`config.mk`:
```
export PLATFORM = sky130hd
export DESIGN_NAME = mfap_ram
export DESIGN_NICKNAME = d
export VERILOG_FILES = /design/src/rtl/core/mfap_ram.sv
export SDC_FILE = /design/constraint.sdc
export NUM_CORES = 1
export LEC_CHECK = 0
export ABC_AREA = 1
export BUFFER_PORTS_ARGS = -buffer_cell sky130_fd_sc_hd__buf_2
export CAP_MARGIN = 20
export CORE_MARGIN = 10
export CORE_UTILIZATION = 46
export DETAILED_ROUTE_END_ITERATION = 6
export PLACE_DENSITY_LB_ADDON = 0.15
export SKIP_CTS_REPAIR_TIMING = 1
export SLEW_MARGIN = 20
export SYNTH_ARGS = -nofsm -noshare
export SYNTH_HDL_FRONTEND = slang
export SYNTH_SLANG_ARGS = --single-unit
export TNS_END_PERCENT = 20
```
`constraint.sdc`:
```
create_clock -name i_clk -period 2.2 [get_ports i_clk]
set_clock_uncertainty 0.2 [all_clocks]
set_input_delay 0.44 -clock i_clk [delete_from_list [all_inputs] [get_ports i_clk]]
set_output_delay 0.44 -clock i_clk [all_outputs]
set_load 0.02 [all_outputs]
```
`src/rtl/core/mfap_ram.sv`:
```
module mfap_ram #(
    parameter int WIDTH = 8,
    parameter int DEPTH = 64
) (
    input  logic                     i_clk,
    input  logic                     i_we,
    input  logic [$clog2(DEPTH)-1:0] i_waddr,
    input  logic [WIDTH-1:0]         i_wdata,
    input  logic [$clog2(DEPTH)-1:0] i_raddr,
    output logic [WIDTH-1:0]         o_rdata
);

    logic [WIDTH-1:0] r_mem [DEPTH];
    logic [WIDTH-1:0] r_q;

    always_ff @(posedge i_clk) begin
        if (i_we) begin
            r_mem[i_waddr] <= i_wdata;
        end
        r_q <= r_mem[i_raddr];
    end

    assign o_rdata = r_q;

endmodule

```
==> impl_summary.md, run 1 <==
Die
The vertical die dimension is 235 µm. The chip width is 235 µm. The count of boundary I/O pins is 30.

The die covers 0.0554 mm². The initialized floorplan defines 78 standard-cell rows. The effective utilization at floorplan is 0.468. The total area inside the core boundary comes to 0.0456 mm².

Critical path
The worst-case reg-to-reg path depth is 8. The startpoint of the worst-slack reg-to-reg timing path is r_mem[55][4]. Along the worst path, the maximum fanout reaches 1. Counting both buffers and inverters, the worst setup path holds a total of 1. In this run the worst setup path begins at o_rdata[0].

The critical path launch point type is a flop. For this run, the slowest stage of the critical path takes 0.41 ns. Among cell families on the critical path, the largest total delay comes from flip-flops. The endpoint identified for the worst register-to-register timing path is o_rdata[4]. STA puts the critical path data required time at 1.56 ns. The critical path class is reg2out. The library cell contributing the largest single delay on the critical path is dfxtp_1.

The termination of the worst setup path is o_rdata[0]. Traced cell by cell, the critical path runs through buf_2. The arrival time of data at the critical path endpoint is 1.23 ns. The instance count on the critical path is 1. STA classifies the critical path endpoint as a primary output. The worst register-to-register path has a setup slack of 0.46 ns.

Detailed routing
After detailed routing, the total wire length is 54.4 mm. The wire length per cell is 21.3 µm. The number of vias per cell is 5.39. The post-route antenna net violation count is 0. The vias after detailed routing is 13800. Before antenna repair, the detailed router went through 5 iterations. The number of DRC violations after detailed routing is 0. The detailed router finished its first iteration with 1422 violations.

CTS
The CTS tree is done. Counting every sink on the clock net gives 520. The number of buffers created by CTS is 55. The tree is rooted in a clkbuf_16. The longest clock path from root to sink contains 3 buffers. After clock tree synthesis, the clock-pin slew on the worst setup and hold paths is 0.06 ns. For the worst-skew pair, the clock arrives at the later sink with an insertion delay of 0.61 ns. The H-tree level count is 2.

Yosys
After synthesis the netlist holds a flip-flop and latch count of 520. After synthesis the cells add up to 0.0213 mm². The synthesized net count is 1827. During synthesis, Yosys emitted a total of 0 warnings.

Sorting the synthesized cells by area gives the leading types as edfxtp_1 (72%), nand2_1 (11%), nand3_1 (10%). The synthesized instance count is 1805. For this run, the register share of the synthesized area comes to 0.728.

A synthesized cell averages 11.8 µm². The largest area contributor in the synthesized netlist is edfxtp_1. Counting distinct cell types in the post-synthesis netlist gives 16. The fraction of synthesized cell area taken by the top area cell type is 0.720.

Layout
The relative area change from synthesis to final layout is 15.1%. Once layout is complete, the utilization of the core stands at 0.539. The library cells used most frequently in the layout, excluding fill and tap cells, are nand2_1 (648), edfxtp_1 (512), nand3_1 (439), buf_4 (101), nor2_1 (56).

In the final layout, the share of cells above drive strength 1 is 0.123. The count of cells in the finished layout, fillers not included, comes to 2555. The most common cell after layout, fill and taps aside is nand2_1. In the final design database the tool counted 1929 nets.

Pwr
The leakage component of the power is 0.00903 µW. The share of total power dissipated in the clock network is 0.425. The combinational power share is 0.066. The cell internal power dissipation is 16800 µW. The sequential power share is 0.510. The switching power share of the total is 0.222.

For this design the ratio of total power to cell area is 878 mW/mm². The maximum VDD drop is 0.000628 V. The overall power of the completed layout is 21600 µW.

In this run the power spent charging and discharging nets is 4790 µW.

Timing
The worst pin sits at a relative slew slack of 0.480. Based on the critical path, the design can be clocked at up to 534 MHz. The count of final setup violators is 0. The post-route clock period utilization is 0.850.

Setup repair after global routing left no endpoint under its margin. The final hold violation count is 0. Counting I/O delays and the setup requirement, the final critical path takes 1.87 ns.

For the pin with the worst max-slew slack, the measured transition is 0.781 ns. The final-report max-slew violation count was 0.

Global routing
Entering global routing, the biggest net connects 72 pins. The global-route usage over all layers is 0.193. The total congestion overflow is 0.

The first global-routing pass estimated 82.6 mm of wire. The number of antenna violations at the first check in global routing is 2. The via count of the first global-routing pass is 13400.

Hold path
The path class of the tightest hold or removal check is in2reg.

Outcome
The run finished with clean final reports.

Placed design
During placement, the flow inserted port buffers numbering 29. The placed cell count is 2450. The HPWL after detailed placement is 32.1 mm. The routability congestion estimate from global placement is 0.845.

Run
The total of max-cap violations is 0.
[cell families after synthesis]
logic type    count (synthesis)  share of synthesized area
buf+inv                     125                     0.0402
flops                       520                      0.728
simple gates               1160                      0.232
[state kept, by name, summed over array words and instances, names as in the netlist]
register  flops
o_rdata       8
r_mem       512
[power by group through the flow]
| stage | clock, µW | sequential (µW) | combinational (µW) |
|---|---|---|---|
| finish | 9160 | 11000 | 1410 |
| global route | 9750 | 11000 | 1550 |
| CTS | 9330 | 11000 | 1420 |
| detailed placement | 0 | 11200 | 1420 |
| global placement | 0 | 11200 | 1410 |
| floorplan | 0 | 11200 | 771 |
[metrics by stage]
step	cell area (µm²)	setup slack, ns	TNS (ns)	hold slack, ns
6_report	24600	0.329	0	0.0253
5_1_grt	24600	0.317	0	0.0369
4_1_cts	24600	0.321	0	-0.00879
3_5_place_dp	22800	-0.0573	-0.167	0.619
3_3_place_gp	22800	-0.0595	-0.156	0.585
2_1_floorplan	21300	-0.206	-13.19	0.339
[final cells by class]
type / instances / area [µm²]
Multi-Input combinational cell: 1160 / 4950
Inverter: 12 / 55.1
Clock inverter: 38 / 372
Tap cell: 600 / 751
Antenna cell: 2 / 5.00
Sequential cell: 520 / 15500
Fill cell: 3855 / 21000
Timing Repair Buffer: 158 / 1490
Clock buffer: 65 / 1410
[synth_stat cells]
master	number
buf_1	10
buf_2	37
buf_4	14
buf_6	35
buf_8	2
clkbuf_1	15
dfxtp_1	8
edfxtp_1	512
inv_1	10
inv_2	1
inv_6	1
nand2_1	648
nand3_1	439
nand4_1	9
nor2_1	56
nor4_1	8
[routing by layer]
metal / global-route usage / routed length (µm)
met1: 0.270 / 23500
met2: 0.302 / 25900
met3: 0.0293 / 3850
met4: 0.0618 / 1190
met5: 0 / 7
[worst min-delay path by stage]
| stage | cells after the start | slack, ns | to | startpoint |
|---|---|---|---|---|
| detailed placement | 8 | 0.62 | o_rdata[2] | r_mem[0][2] |
| finish | 3 | 0.03 | o_rdata[3] | i_raddr[5] |
| global placement | 8 | 0.59 | o_rdata[5] | r_mem[0][5] |
| global route | 3 | 0.04 | o_rdata[3] | i_raddr[5] |
| CTS | 3 | -0.009 | o_rdata[3] | i_raddr[5] |
| floorplan | 0 | 0.34 | r_mem[0][0] | i_wdata[0] |
[tightest hold or removal path, cell delays in order]
cell	delay, ns
buf_2	0.19
nand3_1	0.11
nand2_1	0.04
Note: power is estimated with default switching activity, not from simulation.
==> run 2: changes to the inputs <==
==> constraint.sdc (replaced) <==
create_clock -name i_clk -period 2.2 [get_ports i_clk]
set_clock_uncertainty 0.2 [all_clocks]
set_input_delay 0.22 -clock i_clk [delete_from_list [all_inputs] [get_ports i_clk]]
set_output_delay 0.22 -clock i_clk [all_outputs]
set_load 0.02 [all_outputs]
==> run 2 against run 1 <==
Against the previous run: fmax grew 10%; first-iteration DRC count grew 5.1%; combinational power is essentially flat; via count grew 1.4%; non-clock buffer count shrank 1; die area is the same; cell count shrank 0.31%; global-route usage grew 0.48 points; highest routed layer is now met4; largest cell class unchanged.
==> impl_summary.md, run 2 (synthesis results as in run 1) <==
Detailed routing
The number of vias per cell is 5.49 (+1.8%). The number of DRC violations after detailed routing is 0 (unchanged). The first-pass detailed-route iteration total is 6 (+1). The post-route antenna net violation count is 0 (unchanged).

The vias after detailed routing is 14000 (+1.4%). The number of DRC markers in iteration 0 is 1494 (+5.1%). The total routed wirelength is 55.7 mm (+2.4%). The wire length per cell was 21.9 µm (+2.7%).

Critical path
The arrival time of data at the critical path endpoint is 1.27 ns (+0.04 ns). The reg-to-reg endpoint is o_rdata[6]. The worst-case register-to-register setup slack came to 0.54 ns (+0.08 ns). The type of destination of the critical path is a primary output. The critical path starts at o_rdata[2]. The required time at the endpoint of the critical path is 1.78 ns (+0.22 ns).

The startpoint of the worst-slack reg-to-reg timing path is r_mem[55][6]. The signal on the critical path passes through buf_2. STA classifies the critical path startpoint as a flop.

The instance count on the critical path is 1 (unchanged). The library cell contributing the largest single delay on the critical path is dfxtp_1. The highest fanout seen on the critical path is 1 (unchanged). The critical path class is reg2out.

The termination of the worst setup path is o_rdata[2]. The number of buffers and inverters on the critical path is 1 (unchanged). The stage delay of the slowest cell on the critical path was 0.45 ns (+0.04 ns). The worst-case reg-to-reg path depth was 8 (unchanged). The cell family contributing the most delay on the critical path is flip-flops.

CTS
The buffer depth of the longest clock path is 3 (unchanged). TritonCTS built the clock tree. The later-pin clock latency in the skew report is 0.60 ns (about the same). The H-tree level count is 2 (unchanged). The clock-pin transition on the worst setup and hold timing paths is 0.06 ns (about the same). The clock root buffer is clkbuf_16. The TritonCTS sink count is 520 (unchanged). The number of buffers created by CTS came to 54 (-1.8%).

Pwr
The maximum VDD drop is 0.000687 V (+9.4%). The total power per unit cell area is 880 mW/mm² (+0.25%). The leakage component of the power is 0.00898 µW (-0.50%).

Placed design
The HPWL after detailed placement is 32.4 mm (+1.0%). The routability congestion estimate from global placement came to 0.849 (+0.53%). The number of port buffers is 29 (unchanged). The cell area after placement was 0.0227 mm² (-0.48%).

Timing
The count of final setup violators is 0 (unchanged). The highest attainable clock frequency is 591 MHz (+10%). Setup repair after global routing left no endpoint under its margin. The final-report max-slew violation count is 0 (unchanged).

The final hold violation count came to 0 (unchanged). The actual transition at the worst max-transition pin is 0.797 ns (+0.0162 ns). The post-route setup TNS came to 0 ns (unchanged). The worst slew slack as a fraction of its limit is 0.469 (-0.0108). The shortest period the worst path allows is 1.69 ns (-0.178 ns). The post-route clock period utilization is 0.770 (-0.0807).

Die
The effective utilization at floorplan was 0.468 (unchanged). The area of the core region is 0.0456 mm² (unchanged). The count of boundary I/O pins is 30 (unchanged). The total die area is 0.0554 mm² (unchanged). The count of standard-cell rows was 78 (unchanged). The chip width is 235 µm (unchanged). The vertical die dimension is 235 µm (unchanged).

Global routing
The global-route usage over all layers is 0.197 (+0.00481). The first-pass GRT wire length was 84.5 mm (+2.2%). The total congestion overflow is 0 (unchanged).

The via count of the first global-routing pass was 13600 (+1.9%). The number of antenna violations at the first check in global routing is 2 (unchanged). The pin count of the biggest net entering global routing is 98 (+36%).

Layout
The total number of nets in the final design is 1927 (-0.10%). The area taken by multi-input logic gates is 0.00495 mm² (unchanged). The area of all sequential standard cells is 0.0155 mm² (unchanged). The count of fill cells added during filler insertion is 3879 (+0.62%). The number of flip-flops in the largest register came to 512 (unchanged).

The most common cell after layout, fill and taps aside is nand2_1. In the layout the commonest cells are nand2_1 (648), edfxtp_1 (512), nand3_1 (439), buf_4 (97), nor2_1 (56). The ratio of cells with drive above 1 in the final layout is 0.118 (-0.00515). More flip-flops sit in one register than any other, and that register is r_mem. The final non-filler cell area came to 0.0245 mm² (-0.23%). The utilization after layout is 0.538 (-0.00126). From synthesis to final layout, the design area changed by 14.8%.

Outcome
The run finished with clean final reports.

Hold path
The min-delay analysis places its worst path in the category in2reg.

Run
The total of max-cap violations is 0 (unchanged).
[run 2: changes by cell type in the layout (fill, tap and decap cells not counted), sizes merged]
cell	before	now
inv	15	13
buf	157	149
dlygate4sd3	0	7
clkbuf	66	69
clkinv	25	16
clkinvlp	3	4
[run 2: layer usage]
| metal | track usage | part of all wire | up-vias |
|---|---|---|---|
| met2 | 0.307 | 0.47 | 518 |
| met1 | 0.277 | 0.44 | 6817 |
| met5 | 0 | 0 | - |
| met3 | 0.0357 | 0.070 | 80 |
| li1 | - | - | 6558 |
| met4 | 0.0598 | 0.025 | 0 |
[run 2: area by class of cell]
class / instances / share of cell area
clock buffer: 68 / 0.0590
timing repair buffer: 157 / 0.0591
clock inverter: 28 / 0.0132
tap: 600 / 0.0306
sequential: 520 / 0.634
antenna: 2 / 0.000204
inverter: 12 / 0.00225
multi-input combinational: 1160 / 0.202
[run 2: worst min-delay path by stage]
stage                     from      endpoint  slack [ns]  depth (start not counted)
detailed placement  i_raddr[5]    o_rdata[3]        0.44                          3
global route        i_waddr[0]  r_mem[52][3]        0.03                          3
CTS                 i_raddr[5]    o_rdata[2]       -0.19                          3
floorplan           i_wdata[0]   r_mem[0][0]        0.12                          0
global placement    i_raddr[5]    o_rdata[2]        0.44                          3
finish              i_raddr[3]    o_rdata[3]       0.008                          6
[run 2: report_power, final]
group	total (µW)	leakage, µW	switching [µW]	internal, µW
logic	1400	0.00346	1010	398
clock network	9170	0.000853	3730	5450
registers	11000	0.00467	33.4	11000
total	21600	0.00898	4760	16800
[run 2: stage by stage]
| stage | hold slack (ns) | cells | power [µW] | setup slack (ns) |
|---|---|---|---|---|
| CTS | -0.189 | 2538 | 21700 | 0.505 |
| detailed placement | 0.442 | 2442 | 12600 | 0.123 |
| floorplan | 0.119 | 1805 | 12000 | 0.0139 |
| global route | 0.0324 | 2546 | 22300 | 0.444 |
| finish | 0.00765 | 2547 | 21600 | 0.507 |
| global placement | 0.441 | 2442 | 12600 | 0.117 |
==> run 3: changes to the inputs <==
Clock period 2.2 ns to 1.62 ns, I/O delays scaled along.
==> run 3 against run 2 <==
Against the previous run: the flow now finishes with violations (hold timing); non-clock buffer count up 48; largest cell class unchanged; die area unchanged; sequential share of layout area down 1.2 points.
==> impl_summary.md, run 3 (synthesis results as in run 1) <==
Outcome
The run finished, with violations left. The final reports fail on hold timing.

Critical path
The critical path in this run is classified as reg2out. Traced cell by cell, the critical path runs through buf_2. The type of destination of the critical path is a primary output. The arrival time of data at the critical path endpoint was 1.24 ns (-0.03 ns). The stage delay of the slowest cell on the critical path is 0.42 ns (-0.03 ns). The number of buffers and inverters on the critical path was 1 (unchanged).

The required time at the endpoint of the critical path is 1.26 ns (-0.52 ns). The critical path launch point type is a flop. The slowest stage of the critical path belongs to the cell dfxtp_1. The cell family contributing the most delay on the critical path is flip-flops. The highest fanout seen on the critical path is 1 (unchanged).

Timing
Setup repair after global routing left no endpoint under its margin. The final-report max-slew violation count came to 0 (unchanged). In the finished design, the share of the clock period the worst path needs comes to 0.988. The count of final setup violators is 0 (unchanged). The post-route setup TNS came to 0 ns (unchanged). The worst slew slack as a fraction of its limit is 0.528 (+0.0588). The final hold violation count is 2 (+2). Based on the critical path, the design can be clocked at up to 625 MHz. The final hold slack is -0.000189 ns (-0.00784 ns).

The clock period could shrink to 1.60 ns. The actual transition at the worst max-transition pin is 0.706 ns (-0.0909 ns).

CTS
The H-tree level count was 2 (unchanged). The CTS tree is done. The clock-pin transition on the worst setup and hold timing paths is 0.06 ns (about the same). The TritonCTS sink count is 520 (unchanged).

The buffer depth of the longest clock path came to 3 (unchanged). The later-pin clock latency in the skew report is 0.61 ns (about the same). The clock root buffer is clkbuf_16. The number of buffers created by CTS is 53 (-1.9%).

Global routing
The via count of the first global-routing pass is 13600 (-0.65%). The total congestion overflow is 0 (unchanged). The first-pass GRT wire length is 83.8 mm (-0.83%). The global-route usage over all layers is 0.194 (-0.00300). The number of antenna violations at the first check in global routing was 4 (+2). The pin count of the biggest net entering global routing is 66 (-33%).

Placed design
The HPWL after detailed placement came to 32.8 mm (+1.1%). The routability congestion estimate from global placement was 0.854 (+0.51%). The number of port buffers is 29 (unchanged).

Layout
The relative area change from synthesis to final layout is 17.1%. The count of fill cells added during filler insertion is 3805 (-1.9%). The total number of nets in the final design was 1974 (+2.4%). The number of flip-flops in the largest register came to 512 (unchanged).

Leaving out fill and tap cells, the most frequent cell in the layout is nand2_1. The top cell types in the final layout, fill and taps aside, are nand2_1 (648), edfxtp_1 (512), nand3_1 (439), buf_4 (131), clkbuf_16 (53). The ratio of cells with drive above 1 in the final layout came to 0.143 (+0.0243).

More flip-flops sit in one register than any other, and that register is r_mem.

Detailed routing
The number of DRC markers in iteration 0 is 1488 (-0.40%). The post-route antenna net violation count is 0 (unchanged). The vias after detailed routing is 14100 (+0.78%). The number of DRC violations after detailed routing is 0 (unchanged). The total routed wirelength is 54.6 mm (-1.9%). The number of vias per cell is 5.43 (-1.0%). The first-pass detailed-route iteration total is 5 (-1). The wire length per cell was 21.1 µm (-3.6%).

Die
The count of standard-cell rows was 78 (unchanged). The total die area is 0.0554 mm² (unchanged). The effective utilization at floorplan is 0.468 (unchanged). The count of boundary I/O pins is 30 (unchanged). The vertical die dimension was 235 µm (unchanged). The area of the core region is 0.0456 mm² (unchanged).

The chip width was 235 µm (unchanged).

Run
The total of max-cap violations was 0 (unchanged).

Hold path
The path category of the worst min-delay check is in2reg.

Pwr
The total power per unit cell area is 1150 mW/mm² (+31%). The maximum VDD drop is 0.000865 V (+26%). The leakage component of the power was 0.00922 µW (+2.6%).
run 3: cell count changes in the layout (fill, tap and decap cells not counted), moves of 3 or more:
cell           delta
nor2_1            -4
buf_4            +34
dlygate4sd3_1     +4
buf_12           +10
clkinvlp_4        -3
nor4_1            -8
clkinv_1          +7
nor4_2            +6
run 3: final timing paths:
path,from,end,slack [ns],depth (start not counted)
worst max-delay path,o_rdata[1],o_rdata[1],0.02,1
worst min-delay path,i_waddr[1],r_mem[52][3],-0.0002,4
worst max register to register,r_mem[35][5],o_rdata[5],0.14,8
worst min register to register,r_mem[44][1],o_rdata[1],0.62,8
run 3: where the power goes:
part / internal [µW] / total [µW] / switching [µW]
sequential: 14900 / 14900 / 58.4
clock: 6780 / 11800 / 5000
combinational: 637 / 2020 / 1390
total: 22300 / 28700 / 6450
run 3: through the flow:
stage	area [µm²]	instances	total power [µW]	utilization	setup slack, ns
floorplan	21500	1805	16300	-	-0.295
finish	25000	2593	28700	0.548	0.0188
global placement	23200	2486	17200	0.509	-0.206
CTS	24900	2581	28900	0.546	-0.0187
detailed placement	23200	2486	17200	0.509	-0.209
global route	25000	2593	29700	0.548	0.0168
run 3: layout make-up:
class | count | area (µm²) | area share
Multi-Input combinational cell | 1160 | 5030 | 0.201
Timing Repair Buffer | 205 | 1940 | 0.0778
Sequential cell | 520 | 15500 | 0.622
Inverter | 12 | 61.3 | 0.00245
Tap cell | 600 | 751 | 0.0300
Clock inverter | 33 | 302 | 0.0121
Clock buffer | 62 | 1360 | 0.0544
Antenna cell | 1 | 2.50 | 0.000100
run 3: per-layer routing:
| metal | part of all wire | routed length, µm | track usage |
|---|---|---|---|
| met1 | 0.44 | 24100 | 0.271 |
| met2 | 0.46 | 25400 | 0.306 |
| met3 | 0.066 | 3600 | 0.0295 |
| met4 | 0.028 | 1500 | 0.0659 |
| met5 | 0.00013 | 7 | 0 |
